File: src/sv/mfwc_pkg.sv
`default_nettype none
package mfwc_pkg;

    localparam int QUEUE_DEPTH = 16;
    localparam int QW = (QUEUE_DEPTH > 1) ? $clog2(QUEUE_DEPTH) : 1;
    localparam int CW = $clog2(QUEUE_DEPTH + 1);

    localparam logic [3:0] MODE_TX_BYTE  = 4'd0;
    localparam logic [3:0] MODE_TX_CRC   = 4'd1;
    localparam logic [3:0] MODE_DELAY    = 4'd2;
    localparam logic [3:0] MODE_WAIT_RX  = 4'd3;
    localparam logic [3:0] MODE_RX_BYTE  = 4'd4;
    localparam logic [3:0] MODE_CRC_CHK  = 4'd5;
    localparam logic [3:0] MODE_DEC_DLY  = 4'd6;
    localparam logic [3:0] MODE_PUSH     = 4'd7;
    localparam logic [3:0] MODE_MATCH    = 4'd8;
    localparam logic [3:0] MODE_CLEAR    = 4'd9;

    localparam logic [2:0] ST_OK         = 3'd0;
    localparam logic [2:0] ST_CRC_BAD    = 3'd1;
    localparam logic [2:0] ST_NOT_DELAY  = 3'd2;
    localparam logic [2:0] ST_Q_EMPTY    = 3'd3;
    localparam logic [2:0] ST_UNMATCHED  = 3'd4;
    localparam logic [2:0] ST_Q_FULL     = 3'd5;

    localparam logic [1:0] CFG_DELAY        = 2'd0;
    localparam logic [1:0] CFG_LONG_DELAY   = 2'd1;
    localparam logic [1:0] CFG_WAIT_RX      = 2'd2;
    localparam logic [1:0] CFG_WAIT_LONG_RX = 2'd3;

    localparam logic [15:0] CRC_INIT = 16'hFFFF;
    localparam logic [15:0] CRC_POLY = 16'hA001;

    localparam logic [11:0] SHORT_MAX     = 12'hFFF;
    localparam logic [7:0]  ADDR_LAST_OK  = 8'd247;
    localparam logic [7:0]  ADDR_BCAST    = 8'd255;
    localparam logic [21:0] US_PER_MS     = 22'd1000;
    // floor(x / 1000) == (x * DIV_MAGIC) >> DIV_SHIFT for every 32-bit x
    localparam logic [31:0] DIV_MAGIC     = 32'd274877907;
    localparam int          DIV_SHIFT     = 38;

    function automatic logic [15:0] crc_byte(input logic [15:0] crc, input logic [7:0] b);
        logic [15:0] c;
        c = crc ^ {8'd0, b};
        for (int k = 0; k < 8; k++) begin
            c = c[0] ? ((c >> 1) ^ CRC_POLY) : (c >> 1);
        end
        return c;
    endfunction

endpackage
`default_nettype wire

File: src/sv/modbus_fifo_word_codec_crc.sv
// Modbus FIFO word codec with running CRC-16 and command/response queue.
// Input channel (i_valid/o_ready) carries mode, value, address and function
// code; output channel (o_valid/i_ready) carries one result item per input
// item, two for a CRC send (low byte then high byte, o_last on the second).
// Unused modes (10..15) are consumed without any result.
// An accepted item is registered in the input stage, and its result is loaded
// into the output register once that register is free, from where the receiver
// takes it.
// The input register and the output register run as a two-stage
// pipeline: one item per cycle is taken while the receiver keeps up, and a
// CRC send holds the input stage until its second result is loaded.
// The queue of 16 commanded pairs is a register file read at the head pointer.
// When the receiver stalls, the output register holds its item and the input
// stage fills and then drops o_ready until the result is taken.
// Reset (synchronous, active low) empties both stages and the queue, sets
// the CRC to 0xFFFF and the four word codes to 1, 2, 3 and 4. Queue entries
// are not cleared. Configuration writes take effect at once.
`default_nettype none
module modbus_fifo_word_codec_crc (
    input  wire logic        i_clk,
    input  wire logic        i_rst_n,
    input  wire logic        i_cfg_we,
    input  wire logic [1:0]  i_cfg_idx,
    input  wire logic [3:0]  i_cfg_data,
    input  wire logic        i_valid,
    output logic             o_ready,
    input  wire logic [3:0]  i_mode,
    input  wire logic [31:0] i_value,
    input  wire logic [7:0]  i_address,
    input  wire logic [7:0]  i_function_code,
    output logic             o_valid,
    input  wire logic        i_ready,
    output logic [15:0]      o_word,
    output logic [21:0]      o_delay_value,
    output logic [2:0]       o_status,
    output logic [15:0]      o_calc_crc,
    output logic [7:0]       o_expected_address,
    output logic [7:0]       o_expected_function,
    output logic             o_last
);
    import mfwc_pkg::*;

    logic [3:0]  r_delay_code, r_long_delay_code, r_wait_rx_code, r_wait_long_rx_code;
    logic [15:0] r_crc, n_crc;
    logic [15:0] r_queue [QUEUE_DEPTH];
    logic [QW-1:0] r_head, r_tail, n_head, n_tail;
    logic [CW-1:0] r_count, n_count;

    logic        r_a_valid, r_phase, n_phase;
    logic [3:0]  r_a_mode;
    logic [31:0] r_a_value;
    logic [7:0]  r_a_addr, r_a_func;

    logic        r_o_valid;
    logic [15:0] r_o_word, n_o_word;
    logic [21:0] r_o_dly, n_o_dly;
    logic [2:0]  r_o_status, n_o_status;
    logic [15:0] r_o_crc;
    logic [7:0]  r_o_ea, n_o_ea, r_o_ef, n_o_ef;
    logic        r_o_last, n_o_last;

    logic        out_free, mode_ok, emit, a_done, q_write;
    logic [63:0] div_prod;
    logic [11:0] long_cnt;
    logic [3:0]  sel_short, sel_long, nib;
    logic [15:0] time_wd, head_pair;
    logic        addr_ok, q_full, q_empty;

    function automatic logic [QW-1:0] ptr_inc(input logic [QW-1:0] p);
        return (p == QW'(QUEUE_DEPTH - 1)) ? '0 : QW'(p + 1'b1);
    endfunction

    always_comb begin
        out_free = !r_o_valid || i_ready;
        mode_ok  = (r_a_mode <= MODE_CLEAR);
        emit     = r_a_valid && mode_ok && out_free;
        a_done   = r_a_valid && (!mode_ok ||
                   (out_free && ((r_a_mode != MODE_TX_CRC) || r_phase)));
        o_ready  = !r_a_valid || a_done;
    end

    // delay / wait word
    always_comb begin
        div_prod  = {32'd0, r_a_value} * {32'd0, DIV_MAGIC};
        long_cnt  = 12'(div_prod[DIV_SHIFT +: 12] + 12'd1);
        sel_short = (r_a_mode == MODE_DELAY) ? r_delay_code : r_wait_rx_code;
        sel_long  = (r_a_mode == MODE_DELAY) ? r_long_delay_code : r_wait_long_rx_code;
        if (|r_a_value[31:12]) begin
            time_wd = {sel_long, long_cnt};
        end else begin
            time_wd = {sel_short, r_a_value[11:0] & SHORT_MAX};
        end
        nib       = r_a_value[15:12];
        head_pair = r_queue[r_head];
        addr_ok   = ((r_a_addr != 8'd0) && (r_a_addr <= ADDR_LAST_OK)) ||
                    (r_a_addr == ADDR_BCAST);
        q_full    = (r_count >= CW'(QUEUE_DEPTH));
        q_empty   = (r_count == '0);
    end

    always_comb begin
        n_o_word   = '0;
        n_o_dly    = '0;
        n_o_status = ST_OK;
        n_o_ea     = '0;
        n_o_ef     = '0;
        n_o_last   = 1'b1;
        n_crc      = r_crc;
        n_head     = r_head;
        n_tail     = r_tail;
        n_count    = r_count;
        n_phase    = r_phase;
        q_write    = 1'b0;
        unique case (r_a_mode)
            MODE_TX_BYTE, MODE_RX_BYTE: begin
                n_o_word = {8'd0, r_a_value[7:0]};
                n_crc    = crc_byte(r_crc, r_a_value[7:0]);
            end
            MODE_TX_CRC: begin
                if (!r_phase) begin
                    n_o_word = {8'd0, r_crc[7:0]};
                    n_o_last = 1'b0;
                    n_phase  = 1'b1;
                end else begin
                    n_o_word = {8'd0, r_crc[15:8]};
                    n_phase  = 1'b0;
                    n_crc    = CRC_INIT;
                end
            end
            MODE_DELAY, MODE_WAIT_RX: begin
                n_o_word = time_wd;
            end
            MODE_CRC_CHK: begin
                n_o_status = (r_a_value[15:0] != r_crc) ? ST_CRC_BAD : ST_OK;
                n_crc      = CRC_INIT;
            end
            MODE_DEC_DLY: begin
                priority if (nib == r_delay_code) begin
                    n_o_dly = {10'd0, r_a_value[11:0]};
                end else if (nib == r_long_delay_code) begin
                    n_o_dly = 22'({10'd0, r_a_value[11:0]} * US_PER_MS);
                end else begin
                    n_o_status = ST_NOT_DELAY;
                end
            end
            MODE_PUSH: begin
                if (addr_ok) begin
                    if (q_full) begin
                        n_o_status = ST_Q_FULL;
                    end else begin
                        q_write = 1'b1;
                        n_tail  = ptr_inc(r_tail);
                        n_count = CW'(r_count + 1'b1);
                    end
                end
            end
            MODE_MATCH: begin
                if (q_empty) begin
                    n_o_status = ST_Q_EMPTY;
                end else begin
                    n_head  = ptr_inc(r_head);
                    n_count = CW'(r_count - 1'b1);
                    if (head_pair != {r_a_addr, r_a_func}) begin
                        n_o_status = ST_UNMATCHED;
                        n_o_ea     = head_pair[15:8];
                        n_o_ef     = head_pair[7:0];
                    end
                end
            end
            MODE_CLEAR: begin
                n_head  = '0;
                n_tail  = '0;
                n_count = '0;
                n_crc   = CRC_INIT;
            end
            default: begin
                n_o_last = 1'b1;
            end
        endcase
    end

    // control state
    always_ff @(posedge i_clk) begin
        if (!i_rst_n) begin
            r_delay_code        <= 4'd1;
            r_long_delay_code   <= 4'd2;
            r_wait_rx_code      <= 4'd3;
            r_wait_long_rx_code <= 4'd4;
            r_crc     <= CRC_INIT;
            r_head    <= '0;
            r_tail    <= '0;
            r_count   <= '0;
            r_a_valid <= 1'b0;
            r_phase   <= 1'b0;
            r_o_valid <= 1'b0;
        end else begin
            if (i_cfg_we) begin
                unique case (i_cfg_idx)
                    CFG_DELAY:        r_delay_code        <= i_cfg_data;
                    CFG_LONG_DELAY:   r_long_delay_code   <= i_cfg_data;
                    CFG_WAIT_RX:      r_wait_rx_code      <= i_cfg_data;
                    CFG_WAIT_LONG_RX: r_wait_long_rx_code <= i_cfg_data;
                    default:          r_delay_code        <= r_delay_code;
                endcase
            end
            if (emit) begin
                r_crc   <= n_crc;
                r_head  <= n_head;
                r_tail  <= n_tail;
                r_count <= n_count;
                r_phase <= n_phase;
            end
            if (o_ready) begin
                r_a_valid <= i_valid;
            end
            if (out_free) begin
                r_o_valid <= emit;
            end
        end
    end

    // payload
    always_ff @(posedge i_clk) begin
        if (o_ready && i_valid) begin
            r_a_mode  <= i_mode;
            r_a_value <= i_value;
            r_a_addr  <= i_address;
            r_a_func  <= i_function_code;
        end
        if (emit) begin
            r_o_word   <= n_o_word;
            r_o_dly    <= n_o_dly;
            r_o_status <= n_o_status;
            r_o_crc    <= r_crc;
            r_o_ea     <= n_o_ea;
            r_o_ef     <= n_o_ef;
            r_o_last   <= n_o_last;
        end
        if (emit && q_write) begin
            r_queue[r_tail] <= {r_a_addr, r_a_func};
        end
    end

    assign o_valid             = r_o_valid;
    assign o_word              = r_o_word;
    assign o_delay_value       = r_o_dly;
    assign o_status            = r_o_status;
    assign o_calc_crc          = r_o_crc;
    assign o_expected_address  = r_o_ea;
    assign o_expected_function = r_o_ef;
    assign o_last              = r_o_last;

`ifndef SYNTHESIS
    a_count_bound: assert property (@(posedge i_clk) disable iff (!i_rst_n)
        r_count <= CW'(QUEUE_DEPTH))
        else $error("queue count above depth");

    a_empty_ptrs: assert property (@(posedge i_clk) disable iff (!i_rst_n)
        (r_count == '0) |-> (r_head == r_tail))
        else $error("empty queue with unequal pointers");

    a_crc_second: assert property (@(posedge i_clk) disable iff (!i_rst_n)
        (o_valid && i_ready && !o_last) |=> (o_valid && o_last))
        else $error("second CRC byte missing");

    a_phase_mode: assert property (@(posedge i_clk) disable iff (!i_rst_n)
        r_phase |-> (r_a_valid && (r_a_mode == MODE_TX_CRC)))
        else $error("CRC phase set without CRC send item");
`endif
endmodule
`default_nettype wire

File: config.mk
export PLATFORM = sky130hd
export DESIGN_NAME = modbus_fifo_word_codec_crc
export DESIGN_NICKNAME = d
export VERILOG_FILES = /design/src/sv/mfwc_pkg.sv /design/src/sv/modbus_fifo_word_codec_crc.sv
export SDC_FILE = /design/constraint.sdc
export NUM_CORES = 1
export LEC_CHECK = 0
export ABC_AREA = 1
export ABC_CLOCK_PERIOD_IN_PS = 7910
export BUFFER_PORTS_ARGS = -buffer_cell sky130_fd_sc_hd__buf_4
export CELL_PAD_IN_SITES_DETAIL_PLACEMENT = 1
export CELL_PAD_IN_SITES_GLOBAL_PLACEMENT = 1
export CORE_ASPECT_RATIO = 0.5
export CORE_MARGIN = 1.5
export CORE_UTILIZATION = 50
export CTS_CLUSTER_SIZE = 40
export DETAILED_ROUTE_END_ITERATION = 6
export GPL_TIMING_DRIVEN = 0
export PLACE_DENSITY_LB_ADDON = 0.1
export SYNTH_ARGS = -nofsm -noshare
export SYNTH_HDL_FRONTEND = slang
export SYNTH_SLANG_ARGS = --single-unit
export TNS_END_PERCENT = 5
File: constraint.sdc
create_clock -name i_clk -period 7.91 [get_ports i_clk]
set_clock_uncertainty 0.2 [all_clocks]
set_input_delay 0 -clock i_clk [delete_from_list [all_inputs] [get_ports i_clk]]
set_output_delay 0 -clock i_clk [all_outputs]
set_load 0.02 [all_outputs]
==> impl_metrics.env, run 1 <==
export IMPL_run_status="completed"
export IMPL_crit_path_top_delay_cell="fa_1"
export IMPL_core_sq_um=67400
export IMPL_cts_buffer_depth=3
export IMPL_multi_input_area_sq_um=18600
export IMPL_path_class="register to register"
export IMPL_cts_clk_slew_worst_paths_ns=0.09
export IMPL_whs_path_depth=4
export IMPL_cap_violations=0
export IMPL_synth_seq_cells=434
export IMPL_worst_pin_slew_ns=1.03
export IMPL_r2r_setup_slack_ns=0.17
export IMPL_antenna_left=0
export IMPL_cts_sinks=434
export IMPL_setup_ws_ns=0.168
export IMPL_hold_end="r_wait_rx_code[0]"
export IMPL_dieHeight_um=188
export IMPL_synthMuxAreaShare_pct=0
export IMPL_maxSlewViolCount=0
export IMPL_wire_per_inst_um=25.2
export IMPL_die_w_um=374
export IMPL_cp_common_cell="nand2_1"
export IMPL_final_nets=4703
export IMPL_synthCells=3515
export IMPL_hold_violations=0
export IMPL_root_buffer="clkbuf_16"
export IMPL_viasPerCell=5.62
export IMPL_cts_tree="yes"
export IMPL_antenna_found_initial=2
export IMPL_slew_headroom_pct=30.4
export IMPL_startpoint_type="register"
export IMPL_clock_latency_ns=0.60
export IMPL_grt_max_degree=36
export IMPL_period_needed_ns=7.74
export IMPL_ys_top_cells_by_area="edfxtp_1 (33%), fa_1 (19%), ha_1 (14%)"
export IMPL_synth_top_area_share_pct=33.4
export IMPL_fmax_mhz=129
export IMPL_synth_xor_area_share_pct=1.53
export IMPL_gp_congestion=0.924
export IMPL_syn_nets=4297
export IMPL_hpwl_um=85000
export IMPL_min_from="i_cfg_data[0]"
export IMPL_pre_cts_ws_ns=-0.674
export IMPL_ff2ff_path_depth=36
export IMPL_critPathArrivalTime_ns=7.86
export IMPL_drive_above_1_share_pct=10.1
export IMPL_grt_pass1_vias=30700
export IMPL_r2r_end="o_word[6]"
export IMPL_synth_compound_area_share_pct=6.95
export IMPL_final_cell_mix="inv_1 (818), nand2_1 (504), ha_1 (385), edfxtp_1 (382), fa_1 (327)"
export IMPL_synthArstFlopShare_pct=0
export IMPL_r2r_start="r_a_value[7]"
export IMPL_grt_pass1_wl_um=185000
export IMPL_ys_flop_type="edfxtp_1"
export IMPL_seq_area_sq_um=12500
export IMPL_synth_area_per_cell_sq_um=9.77
export IMPL_start_util_pct=50.9
export IMPL_synth_top_family_by_area="adder cells"
export IMPL_cp_required_ns=8.03
export IMPL_holdCritPathClass="input pin to register"
export IMPL_yosys_cell_types_count=47
export IMPL_overflow=0
export IMPL_io_pins=139
export IMPL_n_fill_cell=7519
export IMPL_ys_warn_count=0
export IMPL_yosysTopAreaCell="edfxtp_1"
export IMPL_final_core_util_pct=59.7
export IMPL_cts_buffers=40
export IMPL_num_vias=27200
export IMPL_drtIter0Drc=2331
export IMPL_cp_slowest_stage_delay_ns=0.60
export IMPL_rsz0062_at_grt="true"
export IMPL_syn_area_sq_um=34300
export IMPL_drc=0
export IMPL_drt_pass1_iter_count=5
export IMPL_yosys_area_share_simple_pct=11.7
export IMPL_area_growth_pct=17.1
export IMPL_diodes=0
export IMPL_grtUsageTotal_pct=35.3
export IMPL_end_kind="register"
export IMPL_htreeDepth=2
export IMPL_die_area_sq_um=70400
export IMPL_setup_violations=0
export IMPL_synth_fa_ha_area_share_pct=33.4
export IMPL_wl_um=122000
export IMPL_synth_edf_count=382
export IMPL_io_buffers=137
export IMPL_worst_path_max_fanout=6
export IMPL_rows=67
export IMPL_fin_crit_sh_pct=97.9
export IMPL_final_common_cell="inv_1"
export IMPL_synth_seq_area_share_pct=36.4
-- critical path, delay by kind of cell (launching register included) --
kind | cells | cell delay, ns
adder cells (fa/ha/maj) | 10 | 4.32
buffers and inverters | 9 | 0.85
flip-flops | 1 | 0.46
AND/OR/NAND/NOR | 17 | 1.62
-- worst max path at each step --
stage	start	endpoint	cells past startpoint
after global placement	r_a_value[10]	o_word[6]	33
after global routing	r_a_value[7]	o_word[6]	34
after floorplan	r_a_value[10]	o_word[10]	33
after CTS	r_a_value[24]	o_word[6]	32
final	r_a_value[7]	o_word[6]	36
after detailed placement	r_a_value[10]	o_word[6]	33
-- cells by family (layout without fill, tap and decap cells) --
family                     Yosys count  after routing
adders and majority gates          719            719
buffers and inverters              892           1329
DFF                                434            434
xor gates and xnor gates            60             60
and+or+nand+nor                    997            997
AOI/OAI and AO/OA                  413            413
-- layout make-up --
| type | instances | area share, % |
|---|---|---|
| clock buffer | 45 | 2.64 |
| tap | 897 | 2.79 |
| timing repair buffer | 364 | 8.04 |
| buffer | 63 | 0.753 |
| multi-input combinational | 2189 | 46.2 |
| sequential | 434 | 31.1 |
| inverter | 829 | 7.77 |
| clock inverter | 28 | 0.663 |
-- synth_stat cells (3+ instances only) --
library cell  instances
inv_1               823
nand2_1             511
ha_1                389
edfxtp_1            382
fa_1                330
nor2_1              323
o21ai_0             187
a21oi_1              96
nand3_1              90
dfxtp_1              52
o211ai_1             44
clkbuf_1             33
xnor2_1              30
xor2_1               30
nand4_1              28
o221ai_1             28
buf_2                23
nor3_1               21
o22ai_1              20
o21bai_1             10
o21ai_1               9
nor4_1                6
nor2_2                5
buf_4                 4
inv_2                 4
or2_2                 4
a211oi_1              3
a31oi_1               3
buf_6                 3
nand3b_1              3
-- metrics by stage --
stage | hold slack (ns) | cell area, sq um | TNS, ns | std cells
2_1_floorplan | -0.101 | 34300 | 0 | 3515
5_1_grt | 0.0589 | 40200 | -0.191 | 4849
4_1_cts | 0.0206 | 39900 | 0 | 4824
6_report | 0.0260 | 40200 | 0 | 4849
3_5_place_dp | -0.0207 | 36900 | -5.51 | 4569
3_3_place_gp | -0.0222 | 36500 | -4.25 | 4549
-- timing repair --
action                     CTS  global route
setup buffers               57            25
hold endpoints to repair   120             0
pin swaps                    0             5
resized for setup            1            41
setup endpoints to repair   11            12
hold buffers               125             0
-- registers in the layout, indices dropped and copies added, names as in the netlist, 5 cells and up, named ones only --
signal / cells
o_calc_crc: 16
o_delay_value: 22
o_expected_address: 8
o_expected_function: 8
o_word: 16
r_a_addr: 8
r_a_func: 8
r_a_value: 32
r_count: 5
r_crc: 16
r_queue: 256
-- metal layers --
layer	share of wire [%]	global-route usage [%]	wire (um)	up-vias
met3	6.1	5.92	7480	354
li1	-	-	-	12100
met4	5.8	18.3	7080	2
met5	0.0090	0	11	-
met1	38	41.3	46600	13900
met2	50	62.7	60900	974
Power of run 1 is left out: the tool's default activity adds up to more than one toggle a clock period on the data nets, which glitch-free logic cannot reach.
==> run 2, diff against run 1 <==
Settings changed: PLACE_DENSITY set to 0.8, PLACE_DENSITY_LB_ADDON 0.1 to not set.
==> run 2 against run 1 <==
- the flow now finishes with violations (negative setup slack)
- core utilization increased by 0.44 points
- non-clock buffer count grew 7
- sequential share of layout area down 0.23 points
- register-to-register slack worse by 0.56 ns
==> impl_metrics.env, run 2 (same netlist as run 1, synthesis figures left out) <==
export IMPL_critPathBufInv=8
export IMPL_gp_congestion=0.925
export IMPL_cts_clk_slew_worst_paths_ns=0.11
export IMPL_holdCritPathClass="input pin to register"
export IMPL_drc=0
export IMPL_grt_pass1_wl_um=194000
export IMPL_critPathArrivalTime_ns=8.45
export IMPL_area_growth_pct=18.0
export IMPL_grt_pass1_vias=31400
export IMPL_fin_crit_sh_pct=105
export IMPL_cp_required_ns=8.06
export IMPL_wire_per_inst_um=27.8
export IMPL_crit_path_top_delay_cell="fa_2"
export IMPL_cts_buffers=41
export IMPL_drtIter0Drc=2744
export IMPL_worst_pin_slew_ns=1.14
export IMPL_grt_max_degree=37
export IMPL_final_cell_mix="inv_1 (815), nand2_1 (506), edfxtp_1 (382), ha_1 (380), fa_1 (320)"
export IMPL_top_register="r_queue"
export IMPL_pre_cts_ws_ns=-0.904
export IMPL_viasPerCell=5.85
export IMPL_die_area_sq_um=70400
export IMPL_hpwl_um=86300
export IMPL_core_sq_um=67400
export IMPL_num_vias=28500
export IMPL_drive_above_1_share_pct=10.8
export IMPL_slew_headroom_pct=23.3
export IMPL_period_needed_ns=8.30
export IMPL_final_nets=4711
export IMPL_fmax_mhz=120
export IMPL_run_status="finished with violations"
export IMPL_cp_slowest_stage_delay_ns=0.78
export IMPL_drt_pass1_iter_count=6
export IMPL_path_class="register to register"
export IMPL_root_buffer="clkbuf_16"
export IMPL_htreeDepth=2
export IMPL_hold_violations=0
export IMPL_clock_latency_ns=0.64
export IMPL_rsz0062_at_grt="true"
export IMPL_die_w_um=374
export IMPL_startpoint_type="register"
export IMPL_dieHeight_um=188
export IMPL_violations="negative setup slack"
export IMPL_wl_um=135000
export IMPL_setup_violations=11
export IMPL_largest_reg_flops=256
export IMPL_grtUsageTotal_pct=37.4
export IMPL_io_pins=139
export IMPL_worst_path_max_fanout=6
export IMPL_final_common_cell="inv_1"
export IMPL_cts_sinks=434
export IMPL_cp_common_cell="nand2_1"
export IMPL_antenna_left=0
export IMPL_rows=67
export IMPL_start_util_pct=50.9
export IMPL_overflow=0
export IMPL_cpLargestDelayFamily="adder cells"
export IMPL_cts_tree="yes"
export IMPL_maxSlewViolCount=0
export IMPL_end_kind="register"
export IMPL_cts_buffer_depth=3
export IMPL_antenna_found_initial=4
export IMPL_setup_ws_ns=-0.390
export IMPL_io_buffers=137
export IMPL_cap_violations=0
-- run 2: cell types whose count changed in the layout (fill, tap and decap cells not counted), sizes merged --
cell and delta:
dlygate4sd3 -4, buf +11, clkbuf +7, inv +1
bufinv +3, clkinv -8, diode +3
-- run 2: final timing paths --
check | from | end | slack (ns) | depth (start not counted)
max | r_a_value[8] | o_word[8] | -0.39 | 33
min | i_cfg_data[1] | r_long_delay_code[1] | 0.03 | 4
max reg2reg | r_a_value[8] | o_word[8] | -0.39 | 33
min reg2reg | r_wait_long_rx_code[0] | r_wait_long_rx_code[0] | 0.27 | 2
-- run 2: layout make-up --
cell class,count,area [sq um]
repair buffers,371,3310
multi-input cells,2189,18700
well taps,897,1120
inverters,829,3130
clock inverters,24,367
plain buffers,63,303
fillers,7495,26900
flip-flops and latches,434,12500
clock buffers,52,1100
diodes,3,7.51
-- run 2: tightest hold or removal path: cells and delay by family --
kind | cells | cell delay [ns]
buffers and inverters | 2 | 0.65
AND/OR/NAND/NOR | 2 | 0.12
-- run 2: metrics by stage --
stage / setup TNS (ns) / util [%] / hold slack [ns] / area (sq um) / instances
CTS: 0 / 59.5 / 0.00378 / 40100 / 4838
finish: -3.18 / 60.1 / 0.0305 / 40500 / 4862
global route: -5.49 / 60.1 / 0.0301 / 40500 / 4859
detailed placement: -8.02 / 54.7 / -0.0207 / 36900 / 4569
global placement: -4.17 / 54.1 / -0.0222 / 36500 / 4549
floorplan: 0 / - / -0.101 / 34300 / 3515
-- run 2: metal layers --
metal,up-vias,GRT usage (%),share of wire [%]
met1,14200,41.8,35
met5,-,0,0.010
li1,12100,-,-
met4,2,27.4,8.8
met3,633,7.49,8.7
met2,1540,64.2,47
-- run 2: timing repair --
action,CTS,global route
pin swaps,0,13
setup endpoints to repair,12,12
hold endpoints to repair,113,0
resized for setup,6,55
hold buffers,121,0
setup buffers,72,21
Power of run 2 is left out for the same reason.
